**src/design/rvm_pkg.sv**
```systemverilog
package rvm_pkg;

    // Field widths of the item and result channels.
    localparam int ACT_W      = 2;
    localparam int INDEX_W    = 12;
    localparam int SAMPLE_W   = 16;
    localparam int STEP_W     = 20;
    localparam int FRAMES_W   = 13;
    localparam int POS_W      = 32;
    localparam int FRAC_W     = 16;
    localparam int CFG_IDX_W  = 1;
    localparam int CFG_DATA_W = 20;

    // Action codes carried by an input item.
    localparam logic [ACT_W-1:0] ACT_LOAD  = 2'd0;
    localparam logic [ACT_W-1:0] ACT_START = 2'd1;
    localparam logic [ACT_W-1:0] ACT_STOP  = 2'd2;
    localparam logic [ACT_W-1:0] ACT_MIX   = 2'd3;

    // Configuration register indexes.
    localparam logic [CFG_IDX_W-1:0] CFG_PHASE_STEP  = 1'b0;
    localparam logic [CFG_IDX_W-1:0] CFG_CLIP_FRAMES = 1'b1;

    // Reset value of the phase step: 1.0 in 4.16.
    localparam logic [STEP_W-1:0] PHASE_STEP_RESET = 20'h10000;

    // Saturation limits of the mixed sample.
    localparam logic [SAMPLE_W-1:0] SAT_POS = 16'h7FFF;
    localparam logic [SAMPLE_W-1:0] SAT_NEG = 16'h8000;

    // Commands from the controller to the datapath.
    typedef struct packed {
        logic latch_item;
        logic mem_wr;
        logic start;
        logic stop;
        logic end_stop;
        logic rd_a;
        logic rd_b;
        logic latch_a;
        logic mul;
        logic acc;
        logic load_out;
    } rvm_cmd_t;

    // Status from the datapath to the controller.
    typedef struct packed {
        logic [ACT_W-1:0] action;
        logic             mix_ok;
    } rvm_sts_t;

endpackage

```
**src/design/rvm_ctrl.sv**
```systemverilog
module rvm_ctrl (
    input  logic              clk,
    input  logic              rst_n,
    input  logic              in_valid,
    output logic              in_ready,
    output logic              out_valid,
    input  logic              out_ready,
    input  rvm_pkg::rvm_sts_t sts,
    output rvm_pkg::rvm_cmd_t cmd
);

    localparam logic [2:0] S_IDLE = 3'd0;
    localparam logic [2:0] S_EXEC = 3'd1;
    localparam logic [2:0] S_RDB  = 3'd2;
    localparam logic [2:0] S_MUL  = 3'd3;
    localparam logic [2:0] S_ACC  = 3'd4;
    localparam logic [2:0] S_DONE = 3'd5;

    logic [2:0] state_reg;
    logic [2:0] state_next;
    logic       out_valid_reg;
    logic       out_valid_next;

    assign in_ready  = (state_reg == S_IDLE);
    assign out_valid = out_valid_reg;

    // Sequencer: decode the item, run the two reads and the math for a playing mix item, then deliver.
    always_comb
    begin
        state_next = state_reg;
        cmd        = '0;
        unique case (state_reg)
            S_IDLE:
            begin
                if (in_valid)
                begin
                    cmd.latch_item = 1'b1;
                    state_next     = S_EXEC;
                end
            end
            S_EXEC:
            begin
                state_next = S_DONE;
                unique case (sts.action)
                    rvm_pkg::ACT_LOAD:  cmd.mem_wr = 1'b1;
                    rvm_pkg::ACT_START: cmd.start  = 1'b1;
                    rvm_pkg::ACT_STOP:  cmd.stop   = 1'b1;
                    rvm_pkg::ACT_MIX:
                    begin
                        if (sts.mix_ok)
                        begin
                            cmd.rd_a   = 1'b1;
                            state_next = S_RDB;
                        end
                        else
                        begin
                            cmd.end_stop = 1'b1;
                        end
                    end
                    default: ;
                endcase
            end
            S_RDB:
            begin
                cmd.latch_a = 1'b1;
                cmd.rd_b    = 1'b1;
                state_next  = S_MUL;
            end
            S_MUL:
            begin
                cmd.mul    = 1'b1;
                state_next = S_ACC;
            end
            S_ACC:
            begin
                cmd.acc    = 1'b1;
                state_next = S_DONE;
            end
            S_DONE:
            begin
                if (!out_valid_reg || out_ready)
                begin
                    cmd.load_out = 1'b1;
                    state_next   = S_IDLE;
                end
            end
            default:
            begin
                state_next = S_IDLE;
            end
        endcase
    end

    // Output valid flag of the result register.
    always_comb
    begin
        out_valid_next = out_valid_reg;
        if (cmd.load_out)
        begin
            out_valid_next = 1'b1;
        end
        else if (out_ready)
        begin
            out_valid_next = 1'b0;
        end
    end

    always_ff @(posedge clk or negedge rst_n)
    begin
        if (!rst_n)
        begin
            state_reg     <= S_IDLE;
            out_valid_reg <= 1'b0;
        end
        else
        begin
            state_reg     <= state_next;
            out_valid_reg <= out_valid_next;
        end
    end

`ifndef NO_ASSERTIONS
    // The second read always follows the first.
    a_rdb_order: assert property (@(posedge clk) disable iff (!rst_n)
        (state_reg == S_RDB) |-> ($past(state_reg) == S_EXEC))
        else $error("second read without a first read");

    // The accumulate step always follows the multiply.
    a_acc_order: assert property (@(posedge clk) disable iff (!rst_n)
        (state_reg == S_ACC) |-> ($past(state_reg) == S_MUL))
        else $error("accumulate without multiply");

    // A result is never written over one that has not been taken.
    a_no_overwrite: assert property (@(posedge clk) disable iff (!rst_n)
        cmd.load_out |-> (!out_valid_reg || out_ready))
        else $error("output register overwritten");

    // An accepted item is decoded in the next cycle.
    a_accept_exec: assert property (@(posedge clk) disable iff (!rst_n)
        (in_valid && in_ready) |=> (state_reg == S_EXEC))
        else $error("accepted item not decoded");
`endif

endmodule

```
**config.mk**
```make
export PLATFORM = sky130hd
export DESIGN_NAME = rvm_ctrl
export DESIGN_NICKNAME = d
export VERILOG_FILES = /design/src/design/rvm_pkg.sv /design/src/design/rvm_ctrl.sv
export SDC_FILE = /design/constraint.sdc
export NUM_CORES = 1
export LEC_CHECK = 0
export BUFFER_PORTS_ARGS = -buffer_cell sky130_fd_sc_hd__buf_2
export CORE_AREA = 2 2 39 41
export DETAILED_ROUTE_END_ITERATION = 8
export DIE_AREA = 0 0 41 43
export MAX_ROUTING_LAYER = met4
export PLACE_DENSITY_LB_ADDON = 0.25
export SLEW_MARGIN = 20
export SYNTH_ARGS = -nofsm -noshare
export SYNTH_HDL_FRONTEND = slang
export SYNTH_SLANG_ARGS = --single-unit
```
**constraint.sdc**
```tcl
create_clock -name clk -period 1.2 [get_ports clk]
set_input_delay 0.12 -clock clk [delete_from_list [all_inputs] [get_ports clk]]
set_output_delay 0.12 -clock clk [all_outputs]
set_load 0.02 [all_outputs]
```
==> out/summary.txt <==
CORE AREA: 1380 um2
Count of cell types in the netlist: 23
Die width: 41 um
Yosys top cell area share: 29.3%
WL final: 857 um
RSZ-0062 raised after global routing: yes
Setup Skew: 0.000855 ns
Clock latency on the worst-skew pair: 0.23 ns
Total CTS buffers: 3
Clock tree root buffer cell: clkbuf_4
Die height: 43 um
Crit Path Category: flop to primary output
Post-Synth Simple-Gate Area: 43.6%
DR WL/cell: 10.2 um
Number of synthesized flops with an enable pin: 0
Storage element area: 103 um2
Largest net degree at the start of global routing: 7
Synth warn: 0
Final hold vios: 0
Fin cells: 84
Nets: 77
Synth-to-layout area growth: 90.1%
Slew margin rel.: 86.0%
Final GP Congestion: 0.749
Max Cap Viol: 0
Final Max Tran Viols: 0
Mapped Nets: 44
Worst-Margin Slew: 0.204 ns
Gr ovfl total: 0
Max reg flops: 3
Vias in the first global route: 381
Most frequent cells in the layout: buf_4 (17), buf_2 (7), buf_6 (7)
Run status: finished, violations left
Cells after synthesis: 37
Ports: 20
Top cell type by total area after synthesis: dfrtp_1
Total Power: 1450 uW
Clock slew at the register clock pins of the worst setup and hold paths: 0.03 ns
Crit. End Element: primary output
Asr flop ratio synth: 100%
Initial drt markers: 2
Full die area: 1760 um2
Post-synthesis compound-gate area fraction: 12.1%
Sink Count: 4
Crit path arrival time: 1.25 ns
I/O Buffers: 19
FF+latch count, synth: 4
Design area: 649 um2
Final worst slack: -0.166 ns
CP required: 1.08 ns
CTS tree: yes
Most common cell after layout, fill and taps aside: buf_4
Initial antenna violation count: 0
Leakage: 0.000325 uW
Crit-path slowest cell: dfrtp_2
Final setup vio count: 11
Crit path launch type: flop
Area after DPL: 479 um2
VDD IR-drop max: 0.00103 V
Synth Area in Adders: 0%
Syn avg cell area: 9.23 um2
Final HPWL DP: 598 um
Fillcell total: 132
Cell Chain, Critical Path: nor2b_4 -> nand2b_4 -> nor3b_2 -> buf_4
Number of H-tree levels: 1
Fmax: 0.732 GHz
Clock Tree Buf Depth: 2
Synth Cell Area: 342 um2
Final Critical Period: 1.37 ns
Placed Cells: 73
Area of the multi-input gates: 249 um2
Fin crit share: 114%
First-pass GRT wire length: 1.44 mm
Crit-path max FO: 5
Std-Cell Rows: 14
Hold crit path type: input pin to flop
Antenna cells: 0
Via/cell ratio: 4.37
Max incr delay on CP: 0.44 ns
Failing checks: setup timing
Xor-xnor portion of the synthesized cell area: 0%
Post-route antenna net violation count: 0
Via Count: 367
DR pass1 iterations: 2
PD cells: 2230 nW/um2
Starting Density: 24.7%
Min Hold Slack: 0.143 ns
Remaining DRCs: 0
Final core occ: 46.9%
Share of cells above drive strength 1: 72.1%
Ys flop type: dfrtp_1
Mux cell area share after synthesis: 5.86%
Seq/Total Area, Yosys: 29.3%
Largest family of logic cells by synthesized area: simple AND/OR/NAND/NOR gates
Top cells by area, synth: dfrtp_1 (29%), nor3b_2 (7.3%), buf_4 (6.6%), mux2i_1 (5.9%), nand2b_1 (5.5%)
All-Layer GR Usage: 12.5%
-- per-layer routing --
metal  up-vias  part of all wire [%]  GRT usage [%]
met5         -                     0              -
met4         0                     0           8.00
met3         0                   5.6           1.57
met2        12                    51           18.8
met1       169                    44           15.0
li1        186                     -              -
-- cell usage after synthesis, types with 2 or more instances --
master	instances
nand2b_1	3
nor3b_1	2
nor2_1	2
nand2_1	3
nor3b_2	2
nor3_1	2
mux2i_1	2
dfrtp_1	4
buf_4	3
-- stage by stage --
step | TNS (ns) | setup slack (ns)
2_1_floorplan | -0.302 | -0.117
3_3_place_gp | 0 | 0.0106
3_5_place_dp | -0.00468 | -0.00468
4_1_cts | -1.48 | -0.171
5_1_grt | -2.03 | -0.252
6_report | -1.28 | -0.166
-- kinds of logic after synthesis --
logic type,count (synthesis)
and+or+nand+nor,21
AOI/OAI and AO/OA,5
buffers and inverters,5
DFF,4
muxes,2
-- layout make-up --
class | count | area share, %
multi-input combinational | 28 | 38.3
sequential | 4 | 15.8
inverter | 1 | 0.578
tap | 16 | 3.08
timing repair buffer | 32 | 38.7
clock buffer | 3 | 3.47
-- power by group --
part | total [uW] | switching, uW | internal (uW)
combinational | 1020 | 460 | 557
clock | 158 | 47.1 | 111
sequential | 274 | 77.0 | 197
-- final timing paths --
check                           depth (start not counted)  slack (ns)                       end                      from
max in group asynchronous                               2        0.84  state_reg[2]$_DFFE_PN0P_                     rst_n
worst min register to register                          1        0.53  state_reg[1]$_DFFE_PN0P_  state_reg[2]$_DFFE_PN0P_
worst max-delay path                                    4       -0.17                    cmd[8]  state_reg[1]$_DFFE_PN0P_
worst min-delay path                                    3        0.14  state_reg[0]$_DFFE_PN0P_                  in_valid
min in group asynchronous                               2        0.23  state_reg[0]$_DFFE_PN0P_                     rst_n
worst max register to register                          4        0.04  state_reg[0]$_DFFE_PN0P_  state_reg[2]$_DFFE_PN0P_
-- worst max-delay path, delay by kind of cell (launching register included) --
family | cells | cell delay (ns)
buffers and inverters | 1 | 0.16
DFF | 1 | 0.44
and+or+nand+nor | 3 | 0.42
-- timing repair --
item / CTS / global route
hold endpoints to repair: 4 / 0
setup buffers: 3 / 4
gates cloned: 0 / 0
hold buffers: 1 / 0
pin swaps: 1 / 1
setup endpoints to repair: 12 / 12
resized for setup: 16 / 10
Note: power is estimated with default switching activity, not from simulation.
